File: config.mk
export PLATFORM = sky130hd
export DESIGN_NAME = burst_penalty_tracker_top_flat
export DESIGN_NICKNAME = d
export VERILOG_FILES = /design/src/design/bpt_pkg.sv /design/src/design/bpt_if.sv /design/src/design/bpt_ctrl.sv /design/src/design/bpt_datapath.sv /design/src/design/burst_penalty_tracker_top.sv /design/src/flat_wrapper.sv
export SDC_FILE = /design/constraint.sdc
export NUM_CORES = 2
export LEC_CHECK = 0
export ABC_AREA = 1
export BUFFER_PORTS_ARGS = -buffer_cell sky130_fd_sc_hd__buf_2
export CAP_MARGIN = 25
export CORE_ASPECT_RATIO = 0.8
export CORE_MARGIN = 4
export CORE_UTILIZATION = 50
export CTS_BUF_LIST = sky130_fd_sc_hd__clkbuf_16
export CTS_CLUSTER_DIAMETER = 150
export DETAILED_ROUTE_END_ITERATION = 10
export MAX_ROUTING_LAYER = met4
export PLACE_DENSITY_LB_ADDON = 0.05
export SYNTH_ARGS = -nofsm -noshare
export SYNTH_HDL_FRONTEND = slang
export SYNTH_SLANG_ARGS = --single-unit
File: constraint.sdc
create_clock -name clock -period 7.53 [get_ports clock]
set_clock_uncertainty 0.1 [all_clocks]
set_input_delay 0 -clock clock [delete_from_list [all_inputs] [get_ports clock]]
set_output_delay 0 -clock clock [all_outputs]
set_load 0.005 [all_outputs]
File: src/design/bpt_pkg.sv
// Shared types and constants of the burst penalty tracker.
`default_nettype none

package bpt_pkg;

   typedef enum logic [1:0] {
      CMD_UPDATE,
      CMD_RESTART,
      CMD_CLONE,
      CMD_RESET
   } cmd_type;

   typedef enum logic [2:0] {
      CSR_SCORE_ENABLE,
      CSR_EXCLUDE_KTHREAD,
      CSR_SHIFT_RISE,
      CSR_SHIFT_FALL,
      CSR_PENALTY_OFFSET,
      CSR_PENALTY_SCALE
   } csr_index_type;

   localparam logic [7:0]  MAX_PENALTY   = 8'd156;
   localparam logic [5:0]  PRIO_CAP      = 6'd39;
   localparam logic [6:0]  RST_OFFSET    = 7'd24;
   localparam logic [11:0] RST_SCALE     = 12'd1280;
   localparam int          PROD_SHIFT    = 16;

   // One task entry of the penalty table.
   typedef struct packed {
      logic [7:0] history;
      logic [7:0] current;
      logic [7:0] penalty;
      logic [5:0] score;
   } entry_type;

   typedef struct packed {
      logic capture;
      logic clear_write;
      logic mem_write;
   } ctrl_cmd_type;

   typedef struct packed {
      logic clear_done;
      logic out_busy;
   } ctrl_stat_type;

endpackage

`default_nettype wire

File: src/design/bpt_if.sv
// Channel interfaces of the burst penalty tracker: request, response and register write.
`default_nettype none

interface bpt_req_if;
   logic        valid;
   logic        ready;
   logic [1:0]  cmd;
   logic [5:0]  task_index;
   logic [63:0] burst_ns;
   logic [5:0]  nice_index;
   logic        is_kernel_thread;

   modport source (output valid, output cmd, output task_index, output burst_ns,
                   output nice_index, output is_kernel_thread, input ready);
   modport sink (input valid, input cmd, input task_index, input burst_ns,
                 input nice_index, input is_kernel_thread, output ready);
endinterface

interface bpt_rsp_if;
   logic       valid;
   logic       ready;
   logic [7:0] penalty;
   logic [5:0] score;
   logic [5:0] effective_priority;
   logic       priority_changed;

   modport source (output valid, output penalty, output score, output effective_priority,
                   output priority_changed, input ready);
   modport sink (input valid, input penalty, input score, input effective_priority,
                 input priority_changed, output ready);
endinterface

interface bpt_csr_if;
   logic        valid;
   logic        ready;
   logic [2:0]  index;
   logic [11:0] data;

   modport source (output valid, output index, output data, input ready);
   modport sink (input valid, input index, input data, output ready);
endinterface

`default_nettype wire

File: src/design/bpt_ctrl.sv
// Sequencing state machine of the burst penalty tracker.
`default_nettype none

module bpt_ctrl
   import bpt_pkg::*;
(
   input  wire logic          clock,
   input  wire logic          reset,
   input  wire logic          req_valid,
   output logic               req_ready,
   input  wire ctrl_stat_type stat,
   output ctrl_cmd_type       cmd
);

   typedef enum logic [2:0] {
      ST_CLEAR,
      ST_IDLE,
      ST_LZ,
      ST_MSB,
      ST_FRAC,
      ST_MUL,
      ST_APPLY
   } state_type;

   state_type state_ff, state_in;
   logic      req_ready_ff, req_ready_in;

   always_comb begin
      cmd.capture     = req_valid && req_ready_ff;
      cmd.clear_write = (state_ff == ST_CLEAR);
      cmd.mem_write   = (state_ff == ST_APPLY) && !stat.out_busy;
   end

   always_comb begin
      state_in = state_ff;
      case (state_ff)
         ST_CLEAR: begin
            if (stat.clear_done) state_in = ST_IDLE;
         end
         ST_IDLE: begin
            if (cmd.capture) state_in = ST_LZ;
         end
         ST_LZ:    state_in = ST_MSB;
         ST_MSB:   state_in = ST_FRAC;
         ST_FRAC:  state_in = ST_MUL;
         ST_MUL:   state_in = ST_APPLY;
         ST_APPLY: begin
            if (!stat.out_busy) state_in = ST_IDLE;
         end
         default:  state_in = ST_CLEAR;
      endcase
      req_ready_in = (state_in == ST_IDLE);
   end

   always_ff @(posedge clock) begin
      if (reset) begin
         state_ff     <= ST_CLEAR;
         req_ready_ff <= 1'b0;
      end else begin
         state_ff     <= state_in;
         req_ready_ff <= req_ready_in;
      end
   end

   assign req_ready = req_ready_ff;

`ifndef SYNTH
   a_ready_only_idle: assert property (@(posedge clock) disable iff (reset)
      req_ready_ff |-> state_ff == ST_IDLE)
      else $error("request ready outside the idle state");

   a_capture_starts_work: assert property (@(posedge clock) disable iff (reset)
      cmd.capture |=> state_ff == ST_LZ && !req_ready_ff)
      else $error("accepted beat did not start processing");

   a_clear_blocks_requests: assert property (@(posedge clock) disable iff (reset)
      state_ff == ST_CLEAR |-> !req_ready_ff)
      else $error("request ready while the table is being cleared");
`endif

endmodule

`default_nettype wire

File: src/design/bpt_datapath.sv
// Datapath of the burst penalty tracker: registers, log2 unit, multiplier and task table.
`default_nettype none

module bpt_datapath
   import bpt_pkg::*;
#(
   parameter int NUM_TASKS = 64
) (
   input  wire logic   clock,
   input  wire logic   reset,
   bpt_req_if.sink     req,
   bpt_rsp_if.source   rsp,
   bpt_csr_if.sink     csr,
   input  wire ctrl_cmd_type cmd,
   output ctrl_stat_type stat
);

   localparam int TASK_W = (NUM_TASKS > 1) ? $clog2(NUM_TASKS) : 1;

   // Configuration registers.
   logic        score_enable_ff;
   logic        excl_kthread_ff;
   logic        shift_rise_ff;
   logic        shift_fall_ff;
   logic [6:0]  offset_ff;
   logic [11:0] scale_ff;

   always_ff @(posedge clock) begin
      if (reset) begin
         score_enable_ff <= 1'b1;
         excl_kthread_ff <= 1'b1;
         shift_rise_ff   <= 1'b1;
         shift_fall_ff   <= 1'b0;
         offset_ff       <= RST_OFFSET;
         scale_ff        <= RST_SCALE;
      end else if (csr.valid) begin
         case (csr_index_type'(csr.index))
            CSR_SCORE_ENABLE:    score_enable_ff <= csr.data[0];
            CSR_EXCLUDE_KTHREAD: excl_kthread_ff <= csr.data[0];
            CSR_SHIFT_RISE:      shift_rise_ff   <= csr.data[0];
            CSR_SHIFT_FALL:      shift_fall_ff   <= csr.data[0];
            CSR_PENALTY_OFFSET:  offset_ff       <= csr.data[6:0];
            CSR_PENALTY_SCALE:   scale_ff        <= csr.data;
            default: ;
         endcase
      end
   end

   assign csr.ready = 1'b1;

   // Task index folding into the table depth, worked out at elaboration.
   logic [TASK_W-1:0] idx_map [64];

   for (genvar k = 0; k < 64; k++) begin : g_idx_map
      assign idx_map[k] = TASK_W'(k % NUM_TASKS);
   end

   // Captured request beat.
   cmd_type           cmd_ff;
   logic [TASK_W-1:0] idx_ff;
   logic [63:0]       burst_ff;
   logic [5:0]        nice_ff;
   logic              kthread_ff;

   always_ff @(posedge clock) begin
      if (cmd.capture) begin
         cmd_ff     <= cmd_type'(req.cmd);
         idx_ff     <= idx_map[req.task_index];
         burst_ff   <= req.burst_ns;
         nice_ff    <= req.nice_index;
         kthread_ff <= req.is_kernel_thread;
      end
   end

   // Leading-one search, first step: one position per byte.
   logic [7:0] grp_nz_in, grp_nz_ff;
   logic [2:0] grp_pos_in [8];
   logic [2:0] grp_pos_ff [8];

   always_comb begin
      for (int g = 0; g < 8; g++) begin
         grp_nz_in[g]  = |burst_ff[g*8 +: 8];
         grp_pos_in[g] = 3'd0;
         for (int b = 0; b < 8; b++) begin
            if (burst_ff[g*8 + b]) grp_pos_in[g] = 3'(b);
         end
      end
   end

   // Second step: the highest nonzero byte gives the bit count.
   logic [6:0] msb1_in, msb1_ff;

   always_comb begin
      msb1_in = 7'd0;
      for (int g = 0; g < 8; g++) begin
         if (grp_nz_ff[g]) msb1_in = 7'({3'(g), grp_pos_ff[g]}) + 7'd1;
      end
   end

   // Third step: eight fraction bits below the leading one, then the offset.
   logic [5:0]  lead;
   logic [71:0] burst_ext;
   logic [7:0]  frac;
   logic [14:0] greed;
   logic [14:0] tol;
   logic [14:0] pen_in, pen_ff;

   always_comb begin
      lead      = 6'(msb1_ff - 7'd1);
      burst_ext = {burst_ff, 8'd0};
      frac      = burst_ext[lead +: 8];
      greed     = (msb1_ff == 7'd0) ? 15'd0 : {msb1_ff, frac};
      tol       = {offset_ff, 8'd0};
      pen_in    = (greed > tol) ? 15'(greed - tol) : 15'd0;
   end

   // Fourth step: scaling product.
   logic [26:0] prod_ff;

   always_ff @(posedge clock) begin
      grp_nz_ff <= grp_nz_in;
      grp_pos_ff <= grp_pos_in;
      msb1_ff   <= msb1_in;
      pen_ff    <= pen_in;
      prod_ff   <= 27'(pen_ff) * 27'(scale_ff);
   end

   // Task table.
   entry_type         mem [NUM_TASKS];
   entry_type         rd_entry_ff;
   logic [TASK_W-1:0] clr_addr_ff;
   logic              wr_en;
   logic [TASK_W-1:0] wr_addr;
   entry_type         wr_data;
   entry_type         new_entry;

   always_ff @(posedge clock) begin
      if (reset) begin
         clr_addr_ff <= '0;
      end else if (cmd.clear_write) begin
         clr_addr_ff <= clr_addr_ff + TASK_W'(1);
      end
   end

   always_comb begin
      wr_en   = cmd.clear_write || cmd.mem_write;
      wr_addr = cmd.clear_write ? clr_addr_ff : idx_ff;
      wr_data = cmd.clear_write ? '0 : new_entry;
   end

   always_ff @(posedge clock) begin
      if (wr_en) mem[wr_addr] <= wr_data;
      rd_entry_ff <= mem[idx_ff];
   end

   // Final step: clamp, table update and priority.
   logic [10:0] scaled;
   logic [7:0]  cur_pen;
   logic [7:0]  smoothed;
   logic [7:0]  upd_pen;
   logic [5:0]  kept_score;
   logic [6:0]  prio_before;
   logic [6:0]  prio_after;
   logic [5:0]  eff_before;
   logic [5:0]  eff_after;

   always_comb begin
      scaled  = prod_ff[PROD_SHIFT +: 11];
      cur_pen = (scaled < 11'(MAX_PENALTY)) ? scaled[7:0] : MAX_PENALTY;
      upd_pen = (rd_entry_ff.history > cur_pen) ? rd_entry_ff.history : cur_pen;

      // Rising and falling increments use separate shifts.
      if (rd_entry_ff.current >= rd_entry_ff.history) begin
         smoothed = rd_entry_ff.history +
                    ((rd_entry_ff.current - rd_entry_ff.history) >> shift_rise_ff);
      end else begin
         smoothed = rd_entry_ff.history -
                    ((rd_entry_ff.history - rd_entry_ff.current) >> shift_fall_ff);
      end

      new_entry = rd_entry_ff;
      case (cmd_ff)
         CMD_UPDATE: begin
            new_entry.current = cur_pen;
            new_entry.penalty = upd_pen;
         end
         CMD_RESTART, CMD_CLONE: begin
            new_entry.history = smoothed;
            new_entry.current = 8'd0;
            new_entry.penalty = smoothed;
         end
         default: new_entry = '0;
      endcase

      kept_score = (kthread_ff && excl_kthread_ff) ? 6'd0 : new_entry.penalty[7:2];
      if (cmd_ff == CMD_UPDATE || cmd_ff == CMD_RESTART) new_entry.score = kept_score;

      prio_before = 7'(nice_ff) + (score_enable_ff ? 7'(rd_entry_ff.score) : 7'd0);
      prio_after  = 7'(nice_ff) + (score_enable_ff ? 7'(new_entry.score) : 7'd0);
      eff_before  = (prio_before < 7'(PRIO_CAP)) ? prio_before[5:0] : PRIO_CAP;
      eff_after   = (prio_after < 7'(PRIO_CAP)) ? prio_after[5:0] : PRIO_CAP;
   end

   // Response register.
   logic       rsp_valid_ff;
   logic [7:0] rsp_pen_ff;
   logic [5:0] rsp_score_ff;
   logic [5:0] rsp_eff_ff;
   logic       rsp_chg_ff;

   always_ff @(posedge clock) begin
      if (reset) begin
         rsp_valid_ff <= 1'b0;
      end else if (cmd.mem_write) begin
         rsp_valid_ff <= 1'b1;
      end else if (rsp.ready) begin
         rsp_valid_ff <= 1'b0;
      end
   end

   always_ff @(posedge clock) begin
      if (cmd.mem_write) begin
         rsp_pen_ff   <= new_entry.penalty;
         rsp_score_ff <= new_entry.score;
         rsp_eff_ff   <= eff_after;
         rsp_chg_ff   <= (eff_after != eff_before);
      end
   end

   assign rsp.valid              = rsp_valid_ff;
   assign rsp.penalty            = rsp_pen_ff;
   assign rsp.score              = rsp_score_ff;
   assign rsp.effective_priority = rsp_eff_ff;
   assign rsp.priority_changed   = rsp_chg_ff;

   always_comb begin
      stat.clear_done = cmd.clear_write && (clr_addr_ff == TASK_W'(NUM_TASKS - 1));
      stat.out_busy   = rsp_valid_ff && !rsp.ready;
   end

`ifndef SYNTH
   a_rsp_from_write: assert property (@(posedge clock) disable iff (reset)
      $rose(rsp_valid_ff) |-> $past(cmd.mem_write))
      else $error("response beat appeared without a table write");

   a_no_write_during_clear: assert property (@(posedge clock) disable iff (reset)
      cmd.mem_write |-> !cmd.clear_write && !stat.out_busy)
      else $error("table update collided with clearing or a stalled response");

   a_rsp_ranges: assert property (@(posedge clock) disable iff (reset)
      rsp_valid_ff |-> rsp_eff_ff <= PRIO_CAP && rsp_pen_ff <= MAX_PENALTY)
      else $error("response beat out of range");
`endif

endmodule

`default_nettype wire

File: src/design/burst_penalty_tracker_top.sv
// Top level of the burst penalty tracker.
`default_nettype none

// Per-task burst penalty table. Each request beat carries one command (update,
// restart, clone restart, reset) for one task entry and yields one response beat
// with the new penalty, score, effective priority and a priority-changed flag.
// Items are processed one at a time, in the states from acceptance to the
// response register: the leading-one search over the 64-bit burst time (ST_LZ,
// ST_MSB), the fraction and offset (ST_FRAC), the scale multiplier (ST_MUL) and
// the table read-modify-write (ST_APPLY); the next item is accepted only after a
// return to ST_IDLE. One further item is accepted while a response waits; it then
// stalls in ST_APPLY until the response is taken. After reset a clearing pass
// zeroes every table entry, with req_bus.ready low; register writes are taken at
// any time and must be made while idle.
module burst_penalty_tracker_top
   import bpt_pkg::*;
#(
   parameter int NUM_TASKS = 64
) (
   input  wire logic clock,
   input  wire logic reset,
   bpt_req_if.sink   req_bus,
   bpt_rsp_if.source rsp_bus,
   bpt_csr_if.sink   csr_bus
);

   ctrl_cmd_type  cmd;
   ctrl_stat_type stat;
   logic          req_ready;

   bpt_ctrl u_ctrl (
      .clock     (clock),
      .reset     (reset),
      .req_valid (req_bus.valid),
      .req_ready (req_ready),
      .stat      (stat),
      .cmd       (cmd)
   );

   bpt_datapath #(
      .NUM_TASKS (NUM_TASKS)
   ) u_datapath (
      .clock (clock),
      .reset (reset),
      .req   (req_bus),
      .rsp   (rsp_bus),
      .csr   (csr_bus),
      .cmd   (cmd),
      .stat  (stat)
   );

   assign req_bus.ready = req_ready;

endmodule

`default_nettype wire

File: src/flat_wrapper.sv
// flat-port wrapper written by rule: the top's interface ports become plain ports
module burst_penalty_tracker_top_flat import bpt_pkg::*;
#(
   parameter int NUM_TASKS = 64
)
  (clock, reset, req_bus_valid, req_bus_cmd, req_bus_task_index, req_bus_burst_ns, req_bus_nice_index, req_bus_is_kernel_thread, req_bus_ready, rsp_bus_valid, rsp_bus_penalty, rsp_bus_score, rsp_bus_effective_priority, rsp_bus_priority_changed, rsp_bus_ready, csr_bus_valid, csr_bus_index, csr_bus_data, csr_bus_ready);
  bpt_req_if req_bus_i ();
  bpt_rsp_if rsp_bus_i ();
  bpt_csr_if csr_bus_i ();
  input  wire logic clock;
  input  wire logic reset;
  input wire logic [$bits(req_bus_i.valid)-1:0] req_bus_valid;
  input wire logic [$bits(req_bus_i.cmd)-1:0] req_bus_cmd;
  input wire logic [$bits(req_bus_i.task_index)-1:0] req_bus_task_index;
  input wire logic [$bits(req_bus_i.burst_ns)-1:0] req_bus_burst_ns;
  input wire logic [$bits(req_bus_i.nice_index)-1:0] req_bus_nice_index;
  input wire logic [$bits(req_bus_i.is_kernel_thread)-1:0] req_bus_is_kernel_thread;
  output wire logic [$bits(req_bus_i.ready)-1:0] req_bus_ready;
  output wire logic [$bits(rsp_bus_i.valid)-1:0] rsp_bus_valid;
  output wire logic [$bits(rsp_bus_i.penalty)-1:0] rsp_bus_penalty;
  output wire logic [$bits(rsp_bus_i.score)-1:0] rsp_bus_score;
  output wire logic [$bits(rsp_bus_i.effective_priority)-1:0] rsp_bus_effective_priority;
  output wire logic [$bits(rsp_bus_i.priority_changed)-1:0] rsp_bus_priority_changed;
  input wire logic [$bits(rsp_bus_i.ready)-1:0] rsp_bus_ready;
  input wire logic [$bits(csr_bus_i.valid)-1:0] csr_bus_valid;
  input wire logic [$bits(csr_bus_i.index)-1:0] csr_bus_index;
  input wire logic [$bits(csr_bus_i.data)-1:0] csr_bus_data;
  output wire logic [$bits(csr_bus_i.ready)-1:0] csr_bus_ready;
  assign req_bus_i.valid = req_bus_valid;
  assign req_bus_i.cmd = req_bus_cmd;
  assign req_bus_i.task_index = req_bus_task_index;
  assign req_bus_i.burst_ns = req_bus_burst_ns;
  assign req_bus_i.nice_index = req_bus_nice_index;
  assign req_bus_i.is_kernel_thread = req_bus_is_kernel_thread;
  assign req_bus_ready = req_bus_i.ready;
  assign rsp_bus_valid = rsp_bus_i.valid;
  assign rsp_bus_penalty = rsp_bus_i.penalty;
  assign rsp_bus_score = rsp_bus_i.score;
  assign rsp_bus_effective_priority = rsp_bus_i.effective_priority;
  assign rsp_bus_priority_changed = rsp_bus_i.priority_changed;
  assign rsp_bus_i.ready = rsp_bus_ready;
  assign csr_bus_i.valid = csr_bus_valid;
  assign csr_bus_i.index = csr_bus_index;
  assign csr_bus_i.data = csr_bus_data;
  assign csr_bus_ready = csr_bus_i.ready;
  burst_penalty_tracker_top #(.NUM_TASKS(NUM_TASKS)) u_core (.clock(clock), .reset(reset), .req_bus(req_bus_i), .rsp_bus(rsp_bus_i), .csr_bus(csr_bus_i));
endmodule
==> flow_metrics.py <==
metrics = {
    "outcome": {
        "status": "completed",
    },
    "floorplanning": {
        "std_cell_rows": 125,
        "die_outline_width_um": 436,
        "num_io_pins": 123,
        "dieHeight_um": 350,
        "coreArea_sq_um": 145000,
        "die_area_sq_um": 153000,
        "initial_core_util_pct": 50.4,
    },
    "synth": {
        "synth-seq-area-share_pct": 65.2,
        "syn-mean-instance-area_sq_um": 11.3,
        "post_synth_xor_area_fraction_pct": 0.604,
        "synthMuxAreaShare_pct": 0.328,
        "synth_cell_type_count": 51,
        "postSynth.topFlopCell": "sky130_fd_sc_hd__edfxtp_1",
        "synth-seq-cells": 1629,
        "synth_warnings": 0,
        "share_of_flip_flops_with_an_asynchronous_set_or_reset_pct": 0,
        "synth_compound_area_share_pct": 13.1,
        "number_of_standard_cells_after_synthesis": 6482,
        "synth_top_family_by_area": "compound AO/OA/AOI/OAI gates",
        "yosys.area_share.adder_pct": 5.88,
        "synth-edff-count": 1508,
        "syn-num-nets": 6844,
        "simple_logic_cell_fraction_of_the_synthesized_area_pct": 10.5,
        "mappedNetlistArea_sq_um": 73200,
    },
    "cells_and_area": {
        "nFillCells": 12100,
        "most-common-layout-cells": "sky130_fd_sc_hd__edfxtp_1 (1508), sky130_fd_sc_hd__nor2_1 (1061), sky130_fd_sc_hd__o21ai_0 (1051)",
        "layout_commonest_cell": "sky130_fd_sc_hd__edfxtp_1",
        "area_growth_syn_to_layout_pct": 14.2,
        "multi_input_area_sq_um": 22700,
        "final-seq-area_sq_um": 47700,
        "final_nets": 7067,
        "post_route_cells_drive_above_1_share_pct": 8.68,
    },
    "timing": {
        "unrepaired_setup_endpoints_after_global_routing": "false",
        "timing.setup.tns_ps": 0,
        "setup_viol": 0,
        "slew_limit_fails": 0,
        "min_tclk_post_route_ps": 6150,
        "max_slew_margin_pct": 25.4,
        "fin_crit_sh_pct": 81.7,
        "slew_at_the_pin_closest_to_its_max_slew_limit_ps": 1120,
        "hold_viol_final": 0,
        "achievable-frequency_mhz": 163,
    },
    "setup_path": {
        "slowest_stage_delay_cp_ps": 480,
        "timing.critical_path.buf_inv": 6,
        "critical_path.most_common_cell": "sky130_fd_sc_hd__inv_1",
        "end_kind": "flip-flop",
        "worst_path_dominant_cell_family": "simple AND/OR/NAND/NOR gates",
        "cp_max_fo": 5,
        "arrival_time_reported_for_the_critical_path_endpoint_ps": 6570,
        "slowest_stage": "sky130_fd_sc_hd__or3b_2",
        "timing.setup.critical_path_class": "reg2reg",
        "worstPathRequired_ps": 7950,
        "start_kind": "flip-flop",
    },
    "power_and_ir_drop": {
        "power.total_mw": 18.3,
        "power-per-cell-area_nw_per_um2": 219,
        "power.static_leakage_nw": 32.1,
        "peak_supply_drop_mv": 0.196,
    },
    "route": {
        "vias": 51600,
        "dr.pass1.iters": 6,
        "final_antenna_net_count": 0,
        "via_per_inst": 5.90,
        "drt-total-wl_mm": 217,
        "wl_per_cell_um": 24.8,
        "drt_iter0_drc": 5802,
        "drc_errors": 0,
    },
    "global_route": {
        "grt_pass1_vias": 48100,
        "total_routing_resource_utilization_after_global_routing_pct": 28.9,
        "globalRoute.totalOverflow": 0,
        "grt_antenna_before_repair": 9,
        "pin_count_of_the_biggest_net_entering_global_routing": 206,
        "first_pass_grt_wire_length_mm": 319,
    },
    "cts": {
        "root_buffer": "sky130_fd_sc_hd__clkbuf_16",
        "worstSkewPairLatency_ps": 790,
        "clk_transition_reported_paths_ps": 60,
        "post-cts-setup-buffer-count": 0,
        "clock_tree_from_tritoncts": "built",
        "cts.htree.levels": 4,
        "numCtsBuffers": 162,
        "cts_buffer_depth": 3,
        "cts.sinks": 1629,
    },
    "place": {
        "placement.io_buffers": 121,
        "place_congestion": 0.904,
        "dp_hpwl_mm": 122,
    },
    "hold_path": {
        "holdCritPathClass": "in2reg",
    },
    "run": {
        "maxCapViolations": 0,
    },
}
path summary, 6_finish.rpt:
path	startpoint	end	slack [ps]	cells past startpoint
worst max register to register	u_core.u_datapath.rd_entry_ff[22]	u_core.u_datapath.rsp.priority_changed	1380	33
worst max-delay path	u_core.u_datapath.rd_entry_ff[22]	u_core.u_datapath.rsp.priority_changed	1380	33
worst min-delay path	csr_bus_index[2]	u_core.u_datapath.score_enable_ff	70	5
worst min register to register	u_core.u_datapath.offset_ff[2]	u_core.u_datapath.offset_ff[2]	380	2
power by group:
| part | internal, mW | total [mW] | switching (mW) |
|---|---|---|---|
| Combinational | 0.235 | 0.567 | 0.332 |
| Sequential | 9.82 | 9.86 | 0.0471 |
| Clock | 4.44 | 7.89 | 3.45 |
| Total | 14.5 | 18.3 | 3.83 |
cell families after synthesis:
| logic type | count (synthesis) |
|---|---|
| AOI/OAI and AO/OA | 1727 |
| xor gates and xnor gates | 47 |
| adders and majority gates | 263 |
| buffers and inverters | 824 |
| DFF | 1629 |
| muxes | 24 |
| other | 1 |
| and+or+nand+nor | 1967 |
state kept, by name, indices dropped and copies added (netlist names), 2 cells and up:
register,count
u_core.u_datapath.mem,1408
u_core.u_datapath.burst_ff,64
u_core.u_datapath.grp_pos_ff,24
u_core.u_datapath.rd_entry_ff,22
u_core.u_datapath.pen_ff,15
u_core.u_datapath.scale_ff,12
u_core.u_datapath.prod_ff,11
u_core.u_datapath.grp_nz_ff,8
u_core.u_datapath.rsp.penalty,8
u_core.u_datapath.msb1_ff,7
u_core.u_datapath.offset_ff,7
u_core.u_datapath.clr_addr_ff,6
u_core.u_datapath.idx_ff,6
u_core.u_datapath.nice_ff,6
u_core.u_datapath.rsp.effective_priority,6
u_core.u_datapath.rsp.score,6
u_core.u_ctrl.state_ff,3
u_core.u_datapath.cmd_ff,2
Yosys cell counts (112+ instances only):
master	number	area share, %
sky130_fd_sc_hd__nand2_1	630	3.2
sky130_fd_sc_hd__clkbuf_1	338	1.7
sky130_fd_sc_hd__dfxtp_1	121	3.3
sky130_fd_sc_hd__edfxtp_1	1508	62
sky130_fd_sc_hd__nor2_1	1134	5.8
sky130_fd_sc_hd__nand3_1	140	0.96
sky130_fd_sc_hd__fa_1	135	3.7
sky130_fd_sc_hd__ha_1	128	2.2
sky130_fd_sc_hd__inv_1	409	2.1
sky130_fd_sc_hd__o22ai_1	384	3.3
sky130_fd_sc_hd__o21ai_0	1051	7.2
sky130_fd_sc_hd__a21oi_1	112	0.77
worst reg2reg max path, delay by kind of cell, from the launching register on:
family,cells,cell delay [ps]
simple gates,13,1820
fa+ha+maj,5,1440
compound gates,5,850
xor+xnor,4,750
buf+inv,6,530
flops,1,410
metal layers:
layer	global-route usage [%]	routed length, um	vias up
met4	8.03	5430	0
met5	-	0	-
met3	6.34	21000	259
met1	42.8	99300	25600
met2	40.4	90800	2131
li1	-	-	23500
metrics by stage:
step           worst slack (ps)  hold WS, ps  cell area [sq um]  cells  util (%)
5_1_grt                     837         62.5              83500   8741      57.5
3_3_place_gp               1400         76.8              76100   8227      52.3
6_report                   1380         70.9              83500   8745      57.5
4_1_cts                    1380         19.7              83400   8733      57.4
3_5_place_dp               1410         78.1              76200   8232      52.4
2_1_floorplan              1460        -1.13              73200   6482         -
final cells by class:
cell class | instances | share of cell area, %
antenna | 5 | 0.0150
clock buffer | 168 | 5.03
clock inverter | 126 | 1.13
inverter | 417 | 1.90
multi-input combinational | 4029 | 27.2
sequential | 1629 | 57.1
tap | 1905 | 2.85
timing repair buffer | 466 | 4.80
repair_timing:
action | CTS | global route
setup endpoints to repair | 0 | 0
hold buffers | 207 | 0
hold endpoints to repair | 122 | 0
gates resized for setup | 0 | 0
No activity file was read; power rests on OpenSTA's default activity.
